## src/rtl/kt_pkg.sv

```systemverilog
// kt_pkg: shared types and token codes for the keyword tokenizer.
// No dependencies; used by every module under rtl/.
`default_nettype none
package kt_pkg;

    typedef enum logic [2:0] {
        MODE_IDLE    = 3'd0,
        MODE_IDENT   = 3'd1,
        MODE_NUMBER  = 3'd2,
        MODE_COMMENT = 3'd3,
        MODE_RELOP   = 3'd4,
        MODE_EQUAL   = 3'd5
    } t_mode;

    typedef struct packed {
        logic [7:0] text_byte;
        logic       end_of_text;
    } t_in;

    typedef struct packed {
        logic [3:0] token_kind;
        logic [7:0] token_char;
        logic       last_of_run;
    } t_out;

    typedef struct packed {
        t_mode      mode;
        logic [9:0] cand;
        logic [2:0] cnt;
        logic       only_dot;
        logic [7:0] op_char;
    } t_lex_state;

    localparam int NUM_KW = 10;

    localparam logic [3:0] TK_EOF      = 4'd0;
    localparam logic [3:0] TK_IDENT    = 4'd3;
    localparam logic [3:0] TK_NUMBER   = 4'd4;
    localparam logic [3:0] TK_PROPERTY = 4'd11;
    localparam logic [3:0] TK_ARITH    = 4'd12;
    localparam logic [3:0] TK_LOGIC    = 4'd13;
    localparam logic [3:0] TK_ASSIGN   = 4'd14;
    localparam logic [3:0] TK_CHAR     = 4'd15;

endpackage
`default_nettype wire

```

## src/rtl/kt_step.sv

```systemverilog
// kt_step: combinational next-state and token logic for one source byte.
// Depends on kt_pkg (state, payload and token codes).
`default_nettype none
module kt_step (
    input  wire kt_pkg::t_lex_state i_st,
    input  wire kt_pkg::t_in        i_in,
    output kt_pkg::t_lex_state      o_st,
    output logic [1:0]              o_num,
    output kt_pkg::t_out            o_r0,
    output kt_pkg::t_out            o_r1
);

    function automatic logic [7:0] kw_char(input int k, input logic [2:0] pos);
        logic [63:0] s;
        case (k)
            0:       s = {"def", 40'h0};
            1:       s = {"extern", 16'h0};
            2:       s = {"int", 40'h0};
            3:       s = {"float", 24'h0};
            4:       s = {"double", 16'h0};
            5:       s = {"#arg", 32'h0};
            6:       s = {"main", 32'h0};
            7:       s = {"for", 40'h0};
            8:       s = {"in", 48'h0};
            9:       s = {"return", 16'h0};
            default: s = 64'h0;
        endcase
        return s[8*(7-int'(pos)) +: 8];
    endfunction

    function automatic logic [2:0] kw_len(input int k);
        case (k)
            0, 2, 7:    return 3'd3;
            1, 4, 9:    return 3'd6;
            3:          return 3'd5;
            5, 6:       return 3'd4;
            8:          return 3'd2;
            default:    return 3'd0;
        endcase
    endfunction

    function automatic logic [3:0] kw_kind(input int k);
        case (k)
            0:          return 4'd1;
            1:          return 4'd2;
            2, 3, 4:    return 4'd5;
            5:          return 4'd6;
            6:          return 4'd7;
            7:          return 4'd8;
            8:          return 4'd9;
            9:          return 4'd10;
            default:    return kt_pkg::TK_IDENT;
        endcase
    endfunction

    logic [7:0] c;
    logic       is_alpha, is_digit, is_space, is_nl;

    // keyword match from the current candidates, and from a fresh identifier
    logic [9:0] m_cand, s_cand;
    logic [2:0] m_cnt;
    logic [3:0] id_kind;

    logic                flush_v;
    kt_pkg::t_out        flush_tok;
    logic                start_v;
    kt_pkg::t_out        start_tok;
    kt_pkg::t_lex_state  start_st;

    logic                pre_v, do_start;
    kt_pkg::t_out        pre_tok;
    kt_pkg::t_lex_state  base_st;

    assign c        = i_in.text_byte;
    assign is_alpha = (c >= 8'h61 && c <= 8'h7a) || (c >= 8'h41 && c <= 8'h5a);
    assign is_digit = (c >= 8'h30 && c <= 8'h39);
    assign is_space = (c == 8'h20) || (c >= 8'h09 && c <= 8'h0d);
    assign is_nl    = (c == 8'h0a) || (c == 8'h0d);

    always_comb begin
        for (int k = 0; k < kt_pkg::NUM_KW; k++) begin
            m_cand[k] = i_st.cand[k] && (i_st.cnt < kw_len(k)) && (kw_char(k, i_st.cnt) == c);
            s_cand[k] = (kw_len(k) != 3'd0) && (kw_char(k, 3'd0) == c);
        end
        if (i_st.cnt == 3'd7) begin
            m_cand = '0;
            m_cnt  = 3'd7;
        end else begin
            m_cnt  = i_st.cnt + 3'd1;
        end
    end

    always_comb begin
        id_kind = kt_pkg::TK_IDENT;
        for (int k = kt_pkg::NUM_KW - 1; k >= 0; k--) begin
            if (i_st.cand[k] && i_st.cnt == kw_len(k)) begin
                id_kind = kw_kind(k);
            end
        end
    end

    // token that the pending state gives when it is cut off
    always_comb begin
        flush_v   = 1'b1;
        flush_tok = '0;
        case (i_st.mode)
            kt_pkg::MODE_IDENT:  flush_tok.token_kind = id_kind;
            kt_pkg::MODE_NUMBER: flush_tok.token_kind = i_st.only_dot ?
                                     kt_pkg::TK_PROPERTY : kt_pkg::TK_NUMBER;
            kt_pkg::MODE_RELOP: begin
                flush_tok.token_kind = kt_pkg::TK_LOGIC;
                flush_tok.token_char = i_st.op_char;
            end
            kt_pkg::MODE_EQUAL: begin
                flush_tok.token_kind = kt_pkg::TK_ASSIGN;
                flush_tok.token_char = 8'h3d;
            end
            default: flush_v = 1'b0;
        endcase
    end

    // byte scanned as the first of a new token
    always_comb begin
        start_v        = 1'b0;
        start_tok      = '0;
        start_st       = i_st;
        start_st.mode  = kt_pkg::MODE_IDLE;
        if (is_space) begin
            start_st.mode = kt_pkg::MODE_IDLE;
        end else if (is_alpha || c == 8'h23) begin
            start_st.mode = kt_pkg::MODE_IDENT;
            start_st.cand = s_cand;
            start_st.cnt  = 3'd1;
        end else if (is_digit || c == 8'h2e) begin
            start_st.mode     = kt_pkg::MODE_NUMBER;
            start_st.only_dot = (c == 8'h2e);
        end else if (c == 8'h24) begin
            start_st.mode = kt_pkg::MODE_COMMENT;
        end else if (c == 8'h2b || c == 8'h2d || c == 8'h2a || c == 8'h2f) begin
            start_v              = 1'b1;
            start_tok.token_kind = kt_pkg::TK_ARITH;
            start_tok.token_char = c;
        end else if (c == 8'h3c || c == 8'h3e || c == 8'h7e) begin
            start_st.mode    = kt_pkg::MODE_RELOP;
            start_st.op_char = c;
        end else if (c == 8'h3d) begin
            start_st.mode = kt_pkg::MODE_EQUAL;
        end else begin
            start_v              = 1'b1;
            start_tok.token_kind = kt_pkg::TK_CHAR;
            start_tok.token_char = c;
        end
    end

    always_comb begin
        pre_v         = 1'b0;
        pre_tok       = flush_tok;
        do_start      = 1'b0;
        base_st       = i_st;
        base_st.mode  = kt_pkg::MODE_IDLE;
        if (i_in.end_of_text || c == 8'h00) begin
            pre_v = flush_v;
        end else begin
            case (i_st.mode)
                kt_pkg::MODE_IDENT: begin
                    if (is_alpha || is_digit || c == 8'h5f) begin
                        base_st.mode = kt_pkg::MODE_IDENT;
                        base_st.cand = m_cand;
                        base_st.cnt  = m_cnt;
                    end else begin
                        pre_v    = 1'b1;
                        do_start = 1'b1;
                    end
                end
                kt_pkg::MODE_NUMBER: begin
                    if (is_digit || c == 8'h2e) begin
                        base_st.mode     = kt_pkg::MODE_NUMBER;
                        base_st.only_dot = 1'b0;
                    end else begin
                        pre_v    = 1'b1;
                        do_start = 1'b1;
                    end
                end
                kt_pkg::MODE_COMMENT: begin
                    if (!is_nl) begin
                        base_st.mode = kt_pkg::MODE_COMMENT;
                    end
                end
                kt_pkg::MODE_RELOP: begin
                    pre_v    = 1'b1;
                    do_start = (c != 8'h3d);
                end
                kt_pkg::MODE_EQUAL: begin
                    pre_v = 1'b1;
                    if (c == 8'h3d) begin
                        pre_tok.token_kind = kt_pkg::TK_LOGIC;
                    end else begin
                        do_start = 1'b1;
                    end
                end
                default: do_start = 1'b1;
            endcase
        end
    end

    // pack the results in order; the final one carries the last flag
    always_comb begin
        kt_pkg::t_out second;
        logic         second_v;
        second   = start_tok;
        second_v = do_start && start_v;
        if (i_in.end_of_text || c == 8'h00) begin
            second   = '0;
            second.token_kind = kt_pkg::TK_EOF;
            second_v = 1'b1;
        end
        o_st  = do_start ? start_st : base_st;
        o_r0  = pre_v ? pre_tok : second;
        o_r1  = second;
        o_r0.last_of_run = !(pre_v && second_v);
        o_r1.last_of_run = 1'b1;
        o_num = 2'(pre_v) + 2'(second_v);
    end

endmodule
`default_nettype wire

```

## src/rtl/kt_fifo.sv

```systemverilog
// kt_fifo: result queue that takes up to two tokens a cycle and hands out one when not stalled.
// Depends on kt_pkg (result payload type).
`default_nettype none
module kt_fifo #(
    parameter int DEPTH = 4
) (
    input  wire                i_clk,
    input  wire                i_rst_n,
    input  wire                i_push0,
    input  wire                i_push1,
    input  wire kt_pkg::t_out  i_d0,
    input  wire kt_pkg::t_out  i_d1,
    output logic               o_room2,
    output logic               o_valid,
    input  wire                i_stall,
    output kt_pkg::t_out       o_data
);

    localparam int PW = (DEPTH > 1) ? $clog2(DEPTH) : 1;
    localparam int CW = $clog2(DEPTH + 1);
    localparam logic [PW-1:0] LAST = PW'(DEPTH - 1);

    function automatic logic [PW-1:0] inc(input logic [PW-1:0] p);
        return (p == LAST) ? '0 : p + PW'(1);
    endfunction

    kt_pkg::t_out  r_mem [DEPTH];
    logic [PW-1:0] r_rd, r_wr, n_rd, n_wr, wr1;
    logic [CW-1:0] r_cnt, n_cnt;
    logic          pop;

    assign o_valid = (r_cnt != '0);
    assign o_data  = r_mem[r_rd];
    assign o_room2 = (r_cnt <= CW'(DEPTH - 2));
    assign pop     = o_valid && !i_stall;
    assign wr1     = inc(r_wr);

    always_comb begin
        n_rd  = pop ? inc(r_rd) : r_rd;
        n_wr  = r_wr;
        n_cnt = r_cnt - CW'(pop);
        if (i_push0 && i_push1) begin
            n_wr  = inc(wr1);
            n_cnt = n_cnt + CW'(2);
        end else if (i_push0) begin
            n_wr  = wr1;
            n_cnt = n_cnt + CW'(1);
        end
    end

    always_ff @(posedge i_clk) begin
        if (!i_rst_n) begin
            r_rd  <= '0;
            r_wr  <= '0;
            r_cnt <= '0;
        end else begin
            r_rd  <= n_rd;
            r_wr  <= n_wr;
            r_cnt <= n_cnt;
        end
    end

    always_ff @(posedge i_clk) begin
        if (i_push0) begin
            r_mem[r_wr] <= i_d0;
        end
        if (i_push0 && i_push1) begin
            r_mem[wr1] <= i_d1;
        end
    end

    a_cnt_bound: assert property (@(posedge i_clk) disable iff (!i_rst_n)
        r_cnt <= CW'(DEPTH))
        else $error("result queue count above depth");

    a_no_overrun: assert property (@(posedge i_clk) disable iff (!i_rst_n)
        (i_push0 && i_push1) |-> o_room2)
        else $error("two results pushed without room");

    a_push_order: assert property (@(posedge i_clk) disable iff (!i_rst_n)
        i_push1 |-> i_push0)
        else $error("second result pushed without first");

endmodule
`default_nettype wire

```

## src/rtl/keyword_tokenizer.sv

```systemverilog
// keyword_tokenizer: streaming lexer top level, byte in, token classes out.
// Depends on kt_pkg, kt_step and kt_fifo.
//
//  channel | valid       | stall        | payload            | moves
//  --------+-------------+--------------+--------------------+---------------------
//  input   | i_in_valid  | o_in_stall   | i_in  (t_in)       | one byte or end mark
//  output  | o_out_valid | i_out_stall  | o_out (t_out)      | one token
//
// One byte is taken every cycle unless o_in_stall is high. A taken byte is scanned
// from the input register and its 0, 1 or 2 tokens are written into the result
// queue, whose head entry drives o_out without a further register in between.
// The input register holds while the queue has fewer than two free entries, so
// sustained rate is one byte per cycle as long as tokens drain at least as fast.
// Synchronous active-low reset: lexer idle, queue empty, no clearing pass.
`default_nettype none
module keyword_tokenizer #(
    parameter int DEPTH = 4
) (
    input  wire               i_clk,
    input  wire               i_rst_n,
    input  wire               i_in_valid,
    output logic              o_in_stall,
    input  wire kt_pkg::t_in  i_in,
    output logic              o_out_valid,
    input  wire               i_out_stall,
    output kt_pkg::t_out      o_out
);

    logic               r_in_valid, n_in_valid;
    kt_pkg::t_in        r_in;
    kt_pkg::t_lex_state r_st, step_st;
    logic [1:0]         step_num;
    kt_pkg::t_out       step_r0, step_r1;
    logic               room2, proc, take;

    assign proc       = r_in_valid && room2;
    assign o_in_stall = r_in_valid && !room2;
    assign take       = i_in_valid && !o_in_stall;
    assign n_in_valid = take || (r_in_valid && !proc);

    kt_step u_step (
        .i_st  (r_st),
        .i_in  (r_in),
        .o_st  (step_st),
        .o_num (step_num),
        .o_r0  (step_r0),
        .o_r1  (step_r1)
    );

    kt_fifo #(
        .DEPTH (DEPTH)
    ) u_fifo (
        .i_clk   (i_clk),
        .i_rst_n (i_rst_n),
        .i_push0 (proc && step_num != 2'd0),
        .i_push1 (proc && step_num == 2'd2),
        .i_d0    (step_r0),
        .i_d1    (step_r1),
        .o_room2 (room2),
        .o_valid (o_out_valid),
        .i_stall (i_out_stall),
        .o_data  (o_out)
    );

    always_ff @(posedge i_clk) begin
        if (!i_rst_n) begin
            r_in_valid <= 1'b0;
            r_st       <= '{mode: kt_pkg::MODE_IDLE, cand: '0, cnt: '0,
                            only_dot: 1'b0, op_char: '0};
        end else begin
            r_in_valid <= n_in_valid;
            if (proc) begin
                r_st <= step_st;
            end
        end
    end

    always_ff @(posedge i_clk) begin
        if (take) begin
            r_in <= i_in;
        end
    end

    a_eof_idle: assert property (@(posedge i_clk) disable iff (!i_rst_n)
        (proc && (r_in.end_of_text || r_in.text_byte == 8'h00))
        |=> r_st.mode == kt_pkg::MODE_IDLE)
        else $error("lexer not idle after end of text");

    a_eof_emits: assert property (@(posedge i_clk) disable iff (!i_rst_n)
        (proc && r_in.end_of_text) |-> step_num != 2'd0)
        else $error("end of text gave no token");

    a_hold_item: assert property (@(posedge i_clk) disable iff (!i_rst_n)
        (r_in_valid && !proc) |=> (r_in_valid && $stable(r_in)))
        else $error("held byte lost or changed");

    a_last_flag: assert property (@(posedge i_clk) disable iff (!i_rst_n)
        (proc && step_num == 2'd1) |-> step_r0.last_of_run)
        else $error("single token without last flag");

endmodule
`default_nettype wire

```

## config.mk

```make
export PLATFORM = sky130hd
export DESIGN_NAME = keyword_tokenizer
export DESIGN_NICKNAME = d
export VERILOG_FILES = /design/src/rtl/kt_pkg.sv /design/src/rtl/kt_step.sv /design/src/rtl/kt_fifo.sv /design/src/rtl/keyword_tokenizer.sv
export SDC_FILE = /design/constraint.sdc
export NUM_CORES = 1
export LEC_CHECK = 0
export BUFFER_PORTS_ARGS = -buffer_cell sky130_fd_sc_hd__buf_2
export CAP_MARGIN = 20
export CORE_UTILIZATION = 50
export DETAILED_ROUTE_END_ITERATION = 8
export PLACE_DENSITY = 0.74
export SYNTH_ARGS = -nofsm -noshare
export SYNTH_HDL_FRONTEND = slang
export SYNTH_SLANG_ARGS = --single-unit
```

## constraint.sdc

```tcl
create_clock -name i_clk -period 3.2 [get_ports i_clk]
set_input_delay 0.48 -clock i_clk [delete_from_list [all_inputs] [get_ports i_clk]]
set_output_delay 0.48 -clock i_clk [all_outputs]
set_load 0.1 [all_outputs]
```

After elaboration in Yosys (flattened, before gate mapping)
Memory sizes are Yosys's and may differ from the RTL's. A register that Yosys moved wholly into a read port is not among the register bits.
Index checks and enable logic that the tools add are counted.
{"block": "word_totals", "ff_bits": 42, "elab_cells": 256, "out_inout_bits": 15, "mem_bits_rw": 52, "n_memories": 1, "input_bits": 13}
{"block": "op_classes", "n_lt_le_gt_ge": 14, "n_reduce_logical": 75, "eq_ne": 52, "n_bitwise": 5, "mux": 79, "addsub": 9, "shift": 10}
{"memory": "u_fifo.r_mem", "words": 4, "word_bits": 13, "rd": 1, "rd_clocked_by_memory_dff": 1, "write_ports": 2, "line_no": "kt_fifo.sv:27", "rtl": "kt_pkg::t_out r_mem [DEPTH];"}
{"op": "64-bit by 32-bit indexed part select with 8-bit output, first input constant", "n": 10}
{"op": "8-bit by 6-bit == test with 1-bit output, second input constant", "n": 11}
{"op": "12-bit 2-to-1 mux", "n": 7}
{"op": "8-bit == test", "n": 10}
{"op": "4-bit 2-to-1 mux", "n": 14}
{"op": "13-bit 2-to-1 mux", "n": 4}
{"op": "7-bit by 8-bit == test with 1-bit output, first input constant", "n": 6}
{"op": "1-bit logical AND", "n": 44}
{"op": "8-bit 2-to-1 mux", "n": 4}
{"op": "3-bit 2-to-1 mux", "n": 10}
{"op": "25-bit 2-to-1 mux", "n": 1}
{"op": "22-bit 2-to-1 mux", "n": 1}
{"op": "1-bit 2-to-1 mux", "n": 20}
{"op": "3-bit == test, second input constant", "n": 6}
{"op": "2-bit 2-to-1 mux", "n": 9}
{"op": "17-bit 2-to-1 mux", "n": 1}
{"op": "8-bit by 4-bit == test with 1-bit output, second input constant", "n": 2}
{"op": "8-bit by 7-bit == test with 1-bit output, second input constant", "n": 2}
{"op": "8-bit by 7-bit greater-or-equal comparator with 1-bit output, second input constant", "n": 2}
{"op": "8-bit by 7-bit less-or-equal comparator with 1-bit output, second input constant", "n": 2}
{"op": "4-bit case mux with 4 select lines", "n": 1}
{"op": "8-bit case mux with 2 select lines", "n": 1}
{"op": "1-bit logical OR", "n": 14}
{"op": "14-bit 2-to-1 mux", "n": 1}
{"op": "34 further kinds", "n": 61}

Longest topological paths before layout
Gate-level depths: netlist (run 1).
{"block": "depth", "depth_word": 17, "ltp_mapped": 11, "depth_no_buf": 9}

Cells and area by module
Synthesis (run 1) repeated with hierarchy kept, for this count alone.
{"block": "hier_totals", "cells_unflattened": 722, "hier_area_um2": 6971.7}
{"mod": "kt_fifo", "seq_area_each_um2": 1741.7, "area_each_um2": 2995.4, "cells_each": 188, "instances": 1}
{"mod": "kt_step", "seq_area_each_um2": 0.0, "area_each_um2": 2583.7, "cells_each": 403, "instances": 1}
{"mod": "keyword_tokenizer", "seq_area_each_um2": 790.8, "area_each_um2": 1392.6, "cells_each": 131, "instances": 1}

Worst setup path after synthesis (run 1)
No wires, ideal clock.
{"block": "synth_path", "kind": "reg2reg", "startpoint": "register r_in[7] (netlist name)", "endpoint": "memory u_fifo.r_mem[2][10] (netlist name) (enable)", "setup_ps": 330, "required_ps": 2870, "path_buffers": 2, "stages_incl_launch_ff": 11, "synth_period_minus_slack_ps": 2883, "arrival_ps": 2553, "setup_slack_ps": 317, "path_cell_list": "edfxtp_1 buf_6 or4b_4 o32ai_4 nand2_2 a221o_1 o21ai_2 nor2_1 buf_2 nand2_1 nand2_1"}
{"element": "start: declaration", "line_no": "keyword_tokenizer.sv:30", "rtl": "kt_pkg::t_in r_in;"}
{"element": "start signal: assignment", "line_no": "keyword_tokenizer.sv:80", "rtl": "r_in <= i_in;"}
{"element": "end: declaration", "line_no": "kt_fifo.sv:27"}

==> flow_summary_export.csv, run 1 <==
group,metric,value,unit
timing,max_freq,330.3,MHz
critical_path,cp-start-kind,"flip-flop",
yosys,yosys.area_share.simple,19.83,%
yosys,synthXorXnorAreaFrac,3.282,%
cells_and_area,syn_to_final_growth,13.77,%
timing,fin_crit_sh,94.61,%
critical_path,cp.arrival,3.22,ns
critical_path,critPathCaptureType,"flip-flop",
power,swShare,41.48,%
cts,cts_buffers,9,
critical_path,worstSetupPathType,"flip-flop to flip-flop",
drt,routedWlPerCell,19.94,microns
floorplan,io_pins,28,
floorplan,die_area,13270,sq um
floorplan,die_h,115.2,microns
drt,viasPerCell,6.516,
power,internal_power,2.526,mW
drt,drt_wl_total,18.64,mm
timing,fin_skew,0.01039,ns
power,ir_worst_vdd,0.4214,mV
yosys,ys.flop_type,"edfxtp_1",
yosys,synth_fa_ha_area_share,3.516,%
drt,drcViolationCount,0,
yosys,synth_top_area_share,26.72,%
cts,clockBufferDepth,2,
power,p_leak,2.545,nW
global_routing,grt_usage,28.96,%
yosys,async_reset_ff_share,0,%
yosys,synth_top_family_by_area,"compound AO/OA/AOI/OAI gates",
floorplan,core,12260,sq um
power,power_frac_seq,35.5,%
yosys,yosysTopAreaCell,"edfxtp_1",
global_routing,grt_pass1_wl,29.48,mm
floorplan,rows,40,
cells_and_area,drive_above_1_share,17.99,%
global_routing,grt-ovfl-total,0,
cts,cts_tree,"done",
floorplan,start_util,52.23,%
job,maxCapViolCount,0,
yosys,ys_seq_area_share,38.91,%
drt,first_iter_violations,802,
cts,clk_pin_slew_worst_paths,0.07,ns
power,p_sw,1.791,mW
global_routing,antenna_found_initial,0,
timing,setup_tns,0,ns
yosys,synth_seq_cells,96,
placement,numPortBuffers,27,
yosys,synth_fp_nets,746,
placement,hpwl,13.76,mm
floorplan,die_width,115.2,microns
drt,num_vias,6092,
cts,cts_hold_buf,0,
yosys,synth-edff-count,57,
yosys,synth_area_per_cell,8.958,sq um
power,clkPwrFrac,23.6,%
yosys,synthMuxAreaShare,5.372,%
cts,cts_max_level,3,
cts,clock_latency,0.35,ns
timing,tightest_slew,0.8272,ns
timing,min_period,3.028,ns
power,power_frac_comb,40.9,%
timing,setup_viol,0,
timing,relSlewSlack,44.80,%
yosys,ys_types,80,
placement,gp_congestion,0.9324,
cells_and_area,fillers,1045,
yosys,synth-compound-area-share,23.89,%
timing,grt_setup_unrepaired,"no",
cts,clock_sinks,96,
critical_path,required,3.39,ns
global_routing,grt_pass1_vias,5709,
yosys,syn_area,6405,sq um
yosys,synth_warnings,0,
critical_path,path_max_fanout,12,
worst_hold_path,hp-class,"primary input to flip-flop",
yosys,synth_area_leaders,"edfxtp_1, dfxtp_1, mux4_2, o22ai_1, nand2_1",
timing,slew_violations,0,
cells_and_area,utilization,59.43,%
cells_and_area,antenna_cells,0,
yosys,syn_inst,715,
power,power_density,592.5,nW/um^2
global_routing,grt_max_degree,26,
timing,final_hold_viol_count,0,
cells_and_area,finalNetCount,793,
drt,drtAntennaViolNets,0,
timing,worst_hold_slack,0.3116,ns
cts,cts-root-buf,"clkbuf_16",
drt,firstDrtPassIters,8,
outcome,status,"completed",
cells in the final DEF (no fill, tap or decap), types with 18 or more instances in the layout:
master,Yosys,layout
ha_1,18,18
edfxtp_1,57,57
nand3_1,23,22
o22ai_1,41,41
o21ai_0,44,44
nand2_1,68,68
dfxtp_1,39,39
buf_2,14,27
inv_1,22,22
buf_4,3,62
a21oi_1,44,44
nor3_1,21,20
nor2_1,60,60
critical path: stages, from the launching register on:
cell and delay (ns):
edfxtp_1 0.44, or4b_4 0.62, o32ai_4 0.40, nand2_2 0.13
a221oi_4 0.38, buf_4 0.26, nand2_1 0.08, a211o_1 0.40
o22ai_1 0.16
state kept, by name, summed over array words and instances (netlist names), named ones only:
register      flops
u_fifo.r_mem     52
r_in              9
r_st             25
u_fifo.r_cnt      3
u_fifo.r_wr       2
r_in_valid        1
u_fifo.r_rd       2
per-stage QoR:
| stage | cell area [sq um] | setup WS (ns) | power, mW | instances |
|---|---|---|---|---|
| finish | 7287 | 0.1723 | 4.317 | 935 |
| global route | 7287 | 0.01500 | 4.503 | 935 |
| CTS | 7266 | 0.1492 | 4.307 | 935 |
| detailed placement | 6989 | 0.1506 | 3.297 | 919 |
| global placement | 6989 | 0.2436 | 3.269 | 919 |
| floorplan | 6405 | 0.3172 | 2.912 | 715 |
power by group through the flow:
| stage | Combinational (mW) | Sequential, mW | Clock (mW) |
|---|---|---|---|
| finish | 1.77 | 1.53 | 1.02 |
| global placement | 1.72 | 1.55 | 0 |
| detailed placement | 1.74 | 1.56 | 0 |
| CTS | 1.74 | 1.53 | 1.03 |
| global route | 1.88 | 1.55 | 1.07 |
| floorplan | 1.39 | 1.53 | 0 |
cell type report:
class	instances	area [sq um]	share of cell area [%]
clock buffers	12	246.5	3.383
clock inverters	4	30.03	0.4121
inverters	23	86.33	1.185
multi-input cells	542	3601	49.42
flip-flops and latches	96	2492	34.20
well taps	168	210.2	2.885
repair buffers	90	620.6	8.516
layer usage:
layer	vias to the layer above	wire, microns	global-route usage, %
met5	-	0	0
met4	0	707	13.51
met3	67	1354	4.059
met2	342	8848	48.27
met1	2867	7733	37.26
li1	2816	-	-
cells in the mapped netlist (all sizes together), types with 13 or more instances:
| cell | n |
|---|---|
| a21oi | 47 |
| o22ai | 41 |
| clkbuf | 27 |
| ha | 18 |
| mux4 | 13 |
| nand2 | 69 |
| buf | 27 |
| o21ai | 52 |
| inv | 22 |
| nand3 | 23 |
| a31oi | 14 |
| nor3 | 23 |
| nor2 | 61 |
| dfxtp | 39 |
| edfxtp | 57 |
worst paths after layout:
path	from	slack, ns	to	depth (start not counted)
min	i_in[4]	0.31	r_in[4]	1
min reg2reg	r_st[2]	0.47	r_st[2]	2
max reg2reg	r_in[8]	0.17	u_fifo.r_mem[1][5]	8
max	r_in[8]	0.17	u_fifo.r_mem[1][5]	8
timing repair:
item,4_1_cts,5_1_grt
endpoints found under the setup margin,0,68
setup buffers,0,0
resized for setup,0,3
kinds of logic after synthesis:
family | count (synthesis)
XOR/XNOR | 24
AND/OR/NAND/NOR | 254
buffers and inverters | 77
adder cells (fa/ha/maj) | 18
AO/OA/AOI/OAI | 228
flip-flops | 96
multiplexers | 18
No activity file was read; power rests on OpenSTA's default activity.
==> run 2, diff against run 1 <==
- PLACE_DENSITY: 0.74 -> 0.67
- clock period: 3.2 -> 3.27 ns (I/O delays scaled with it)
==> run 2 against run 1 <==
Sequential share of layout area increased by 0.22 points. Register-to-register slack about the same. Clock-buffer cell count decreased by 2. Final cell count decreased by 0.75%. Final area decreased by 0.64%. Clock skew decreased by 0.0027 ns. Combinational power decreased by 2%. Worst hold slack improved by 0.0064 ns. Non-clock buffer count decreased by 7. Die area unchanged. Maximum frequency decreased by 2.3%. Largest power group unchanged. Largest cell class unchanged. Wire length increased by 4.7%.
==> flow_summary_export.csv, run 2 (synthesis gave the netlist of run 1 again) <==
group,metric,value,unit
floorplan,core,12260,sq um
drt,dr_wl_met2,8.669,mm
worst_hold_path,hp-start,"i_in[0]",
timing,fin_skew,0.007694,ns
drt,route.met3.wl,1.962,mm
cells_and_area,stdcell_count,928,
cts,cts_hold_buf,0,
timing,relSlewSlack,43.38,%
cts,clk_pin_slew_worst_paths,0.07,ns
cells_and_area,top_regs,"u_fifo.r_mem: 52 flops, r_st: 25 flops, r_in: 9 flops",
critical_path,r2r_slack,0.17,ns
cts,cts_tree,"done",
timing,min_period,3.100,ns
cts,clock_sinks,96,
critical_path,rr_startpoint,"r_in[5]",
global_routing,grt-ovfl-total,0,
cells_and_area,syn_to_final_growth,13.05,%
timing,worst_hold_slack,0.3180,ns
critical_path,cp-startpoint,"r_in[5]",
outcome,status,"completed",
critical_path,required,3.34,ns
cells_and_area,largest_register_ffs,52,
floorplan,io_pins,28,
critical_path,path_depth,10,
critical_path,cp.arrival,3.17,ns
drt,drt_wl_total,19.52,mm
placement,numPortBuffers,27,
critical_path,ff2ff_path_depth,10,
drt,drtAntennaViolNets,0,
placement,dp_slack,0.1673,ns
drt,drcViolationCount,0,
power,ir_worst_vdd,0.4867,mV
global_routing,grt_pass1_wl,31.08,mm
critical_path,cp-start-kind,"flip-flop",
power,p_leak,2.523,nW
timing,setup_tns,0,ns
timing,setup_viol,0,
critical_path,crit_end,"u_fifo.r_mem[0][7]",
critical_path,critPathCaptureType,"flip-flop",
drt,firstDrtPassIters,5,
cts,clockBufferDepth,2,
cts,clock_latency,0.35,ns
critical_path,crit_chain,"or4b_4, or4_1, o211ai_2, nor3_1, buf_4, a21oi_4, a21oi_2, nand3_1, buf_4, o22ai_1",
timing,setup_slack,0.1695,ns
global_routing,grt_max_degree,25,
drt,routedWlPerCell,21.03,microns
floorplan,rows,40,
cts,cts-root-buf,"clkbuf_16",
critical_path,critPathMaxStageDelay,0.63,ns
cts,cts_max_level,3,
floorplan,die_h,115.2,microns
worst_hold_path,hp-class,"primary input to flip-flop",
drt,first_iter_violations,642,
cells_and_area,utilization,59.05,%
drt,highest_layer,"met4",
timing,final_hold_viol_count,0,
drt,m1WireLength,8.481,mm
global_routing,grt_usage,31.02,%
timing,max_freq,322.5,MHz
critical_path,path_max_fanout,14,
cells_and_area,drive_above_1_share,17.24,%
cts,cts_buffers,9,
timing,tightest_slew,0.8483,ns
cells_and_area,top_register,"u_fifo.r_mem",
power,power_density,600.0,nW/um^2
critical_path,worstSetupPathType,"flip-flop to flip-flop",
placement,gp_congestion,0.9990,
floorplan,start_util,52.23,%
critical_path,cp_common_cell,"buf_4",
global_routing,grt_pass1_vias,5738,
floorplan,die_area,13270,sq um
cells_and_area,fillers,1088,
critical_path,worst_path_max_delay_cell,"or4b_4",
placement,hpwl,14.15,mm
critical_path,r2r_end,"u_fifo.r_mem[0][7]",
floorplan,die_width,115.2,microns
cells_and_area,antenna_cells,0,
cells_and_area,finalNetCount,786,
cells_and_area,layout_common_cells,"nand2_1, nor2_1, edfxtp_1",
job,maxCapViolCount,0,
critical_path,crit_family,"simple AND/OR/NAND/NOR gates",
timing,slew_violations,0,
timing,fin_crit_sh,94.82,%
drt,num_vias,5991,
critical_path,critPathBufInv,2,
global_routing,antenna_found_initial,0,
drt,viasPerCell,6.456,
placement,place_inst,910,
cells_and_area,final_common_cell,"nand2_1",
## run 2: power by group
part | total, mW | switching (mW) | internal (mW)
logic | 1.73 | 1.23 | 0.501
registers | 1.51 | 0.0938 | 1.41
clock network | 1.11 | 0.486 | 0.625
## run 2: how the worst min path moves through the flow
stage                    endpoint  slack, ns  cells after the start
2_1_floorplan  u_fifo.r_mem[1][0]       0.43                      2
3_3_place_gp              r_st[3]       0.45                      2
3_5_place_dp              r_st[3]       0.46                      2
4_1_cts                   r_in[1]       0.31                      1
5_1_grt                   r_in[1]       0.31                      1
6_report                  r_in[0]       0.32                      1
## run 2: through the flow
| step | power, mW | cell area (sq um) |
|---|---|---|
| 6_report | 4.345 | 7241 |
| 5_1_grt | 4.526 | 7241 |
| 4_1_cts | 4.333 | 7219 |
| 3_5_place_dp | 3.231 | 6909 |
| 3_3_place_gp | 3.202 | 6909 |
| 2_1_floorplan | 2.849 | 6405 |
## run 2: area by class of cell
type / count / area (sq um) / area share [%]
clock buffer: 10 / 239.0 / 3.301
tap: 168 / 210.2 / 2.903
sequential: 96 / 2492 / 34.42
multi-input combinational: 542 / 3586 / 49.52
timing repair buffer: 83 / 555.5 / 7.672
clock inverter: 6 / 71.32 / 0.9850
inverter: 23 / 86.33 / 1.192
## run 2: metal layers
metal / up-vias / track usage, %
met5: - / 0
li1: 2800 / -
met1: 2825 / 44.11
met3: 26 / 8.645
met4: 0 / 9.870
met2: 340 / 45.58
## run 2: what timing repair did
item / CTS / global route
endpoints found under the setup margin: 0 / 20
setup buffers: 0 / 2
gates resized for setup: 0 / 1
==> run 3, diff against run 2 <==
- PLACE_DENSITY: 0.67 -> 0.69
- clock period: 3.27 -> 2.7 ns (I/O delays scaled with it)
==> run 3 against run 2 <==
The flow now finishes with violations (negative setup slack). Maximum frequency rose by 9.6%. Non-clock buffer count rose by 59. Setup slack got worse by 0.30 ns. Combinational power rose by 40%. First-iteration DRC count rose by 13%. Highest routed layer unchanged. Flip-flop and latch count did not move. Final cell count rose by 6.7%.
==> flow_summary_export.csv, run 3 (synthesis gave the netlist of run 1 again) <==
group,metric,value,unit
floorplan,die_width,115.2,microns
power,p_leak,2.933,nW
placement,numPortBuffers,27,
drt,drtAntennaViolNets,0,
cells_and_area,largest_register_ffs,52,
global_routing,grt_pass1_vias,6051,
critical_path,critPathMaxStageDelay,0.48,ns
cells_and_area,top_regs,"u_fifo.r_mem: 52 flops, r_st: 25 flops, r_in: 9 flops",
critical_path,worstSetupPathType,"flip-flop to flip-flop",
cts,cts_tree,"done",
cts,clock_sinks,96,
placement,hpwl,14.52,mm
timing,setup_tns,-5.020,ns
timing,min_period,2.829,ns
timing,setup_viol,88,
global_routing,grt_max_degree,31,
floorplan,die_area,13270,sq um
drt,viasPerCell,6.358,
timing,setup_slack,-0.1286,ns
power,power_density,672.3,nW/um^2
power,ir_worst_vdd,0.5630,mV
floorplan,rows,40,
cells_and_area,layout_common_cells,"buf_4, nor2_1, edfxtp_1",
critical_path,cp.arrival,2.90,ns
cells_and_area,drive_above_1_share,30.66,%
outcome,failed_checks,"negative setup slack",
critical_path,crit_family,"compound AO/OA/AOI/OAI gates",
placement,placed_cell_area,7375,sq um
floorplan,io_pins,28,
critical_path,cp-start-kind,"flip-flop",
critical_path,crit_chain,"buf_4, nor4bb_1, a21oi_2, a311oi_2, buf_4, nor3_4, a21oi_4, a21oi_4, nand3_4, clkbuf_16, o22ai_1",
cells_and_area,syn_to_final_growth,28.29,%
cells_and_area,antenna_cells,0,
timing,grt_setup_unrepaired,"yes",
cells_and_area,final_common_cell,"buf_4",
placement,dp_slack,-0.1505,ns
timing,final_hold_viol_count,0,
drt,drt_wl_total,20.64,mm
critical_path,required,2.77,ns
timing,max_freq,353.5,MHz
cts,clock_latency,0.36,ns
timing,slew_violations,0,
cts,cts_max_level,3,
cells_and_area,finalNetCount,848,
timing,tightest_slew,0.8809,ns
drt,drcViolationCount,0,
worst_hold_path,hp-class,"primary input to flip-flop",
cts,clk_pin_slew_worst_paths,0.07,ns
cts,cts_buffers,9,
critical_path,critPathBufInv,3,
job,maxCapViolCount,0,
critical_path,critPathCaptureType,"flip-flop",
drt,num_vias,6294,
cells_and_area,top_register,"u_fifo.r_mem",
timing,fin_skew,0.01715,ns
drt,firstDrtPassIters,5,
drt,first_iter_violations,728,
placement,gp_congestion,0.9668,
worst_hold_path,hp-start,"i_in[5]",
drt,routedWlPerCell,20.85,microns
cts,clockBufferDepth,2,
critical_path,path_max_fanout,7,
critical_path,cp-startpoint,"r_in[4]",
global_routing,antenna_found_initial,0,
floorplan,core,12260,sq um
outcome,status,"finished, violations left",
global_routing,grt_pass1_wl,31.60,mm
floorplan,start_util,52.23,%
global_routing,grt-ovfl-total,0,
global_routing,grt_usage,31.37,%
critical_path,rr_startpoint,"r_in[4]",
cts,cts-root-buf,"clkbuf_16",
cells_and_area,finalInstanceArea,8217,sq um
critical_path,worst_path_max_delay_cell,"edfxtp_1",
floorplan,die_h,115.2,microns
timing,fin_crit_sh,104.8,%
timing,relSlewSlack,41.21,%
==> run 3: cell count changes in the layout (fill, tap and decap cells not counted), moves of 6 or more <==
| cell | delta |
|---|---|
| buf_6 | +11 |
| o21ai_0 | -6 |
| buf_4 | +42 |
| o22ai_2 | +13 |
| o22ai_1 | -13 |
| nand2_2 | +9 |
| nand2_1 | -13 |
==> run 3: through the flow <==
| stage | hold WS, ns | cells | utilization, % | power (mW) |
|---|---|---|---|---|
| final | 0.2272 | 990 | 67.01 | 5.524 |
| after global routing | 0.2208 | 990 | 67.01 | 5.732 |
| after CTS | 0.2156 | 983 | 65.31 | 5.403 |
| after detailed placement | 0.4550 | 957 | 60.14 | 3.995 |
| after global placement | 0.4458 | 957 | 60.14 | 3.950 |
| after floorplan | 0.4277 | 715 | - | 3.466 |
==> run 3: layer usage <==
metal  track usage [%]  vias to the layer above  wire, microns
met5                 0                        -              0
met4             12.64                        0            550
met3             5.271                       55           1253
met2             55.26                      285          10600
met1             38.11                     3025           8239
li1                  -                     2929              -
==> run 3: repair_timing <==
action | CTS | global route
gates resized for setup | 54 | 30
buffers inserted | 10 | 3
endpoints found under the setup margin | 107 | 126
gates cloned | 0 | 4
hold buffers | 0 | 0
pin swaps | 36 | 4
==> run 3: final timing paths <==
| check | to | slack [ns] | cells past startpoint |
|---|---|---|---|
| hold reg to reg | r_st[4] | 0.47 | 2 |
| hold / removal | r_in[5] | 0.23 | 1 |
| setup / recovery | u_fifo.r_mem[2][1] | -0.13 | 11 |
| setup reg to reg | u_fifo.r_mem[2][1] | -0.13 | 11 |
==> run 3: power breakdown <==
group	internal, mW	switching (mW)
Clock	0.653	0.627
Combinational	0.801	1.62
Sequential	1.71	0.109
Total	3.16	2.36
==> run 3: layout make-up <==
| type | count | area (sq um) |
|---|---|---|
| clock buffer | 9 | 225.2 |
| clock inverter | 7 | 71.32 |
| fill | 1007 | 4045 |
| inverter | 23 | 86.33 |
| multi-input combinational | 545 | 4011 |
| sequential | 96 | 2492 |
| tap | 168 | 210.2 |
| timing repair buffer | 142 | 1120 |
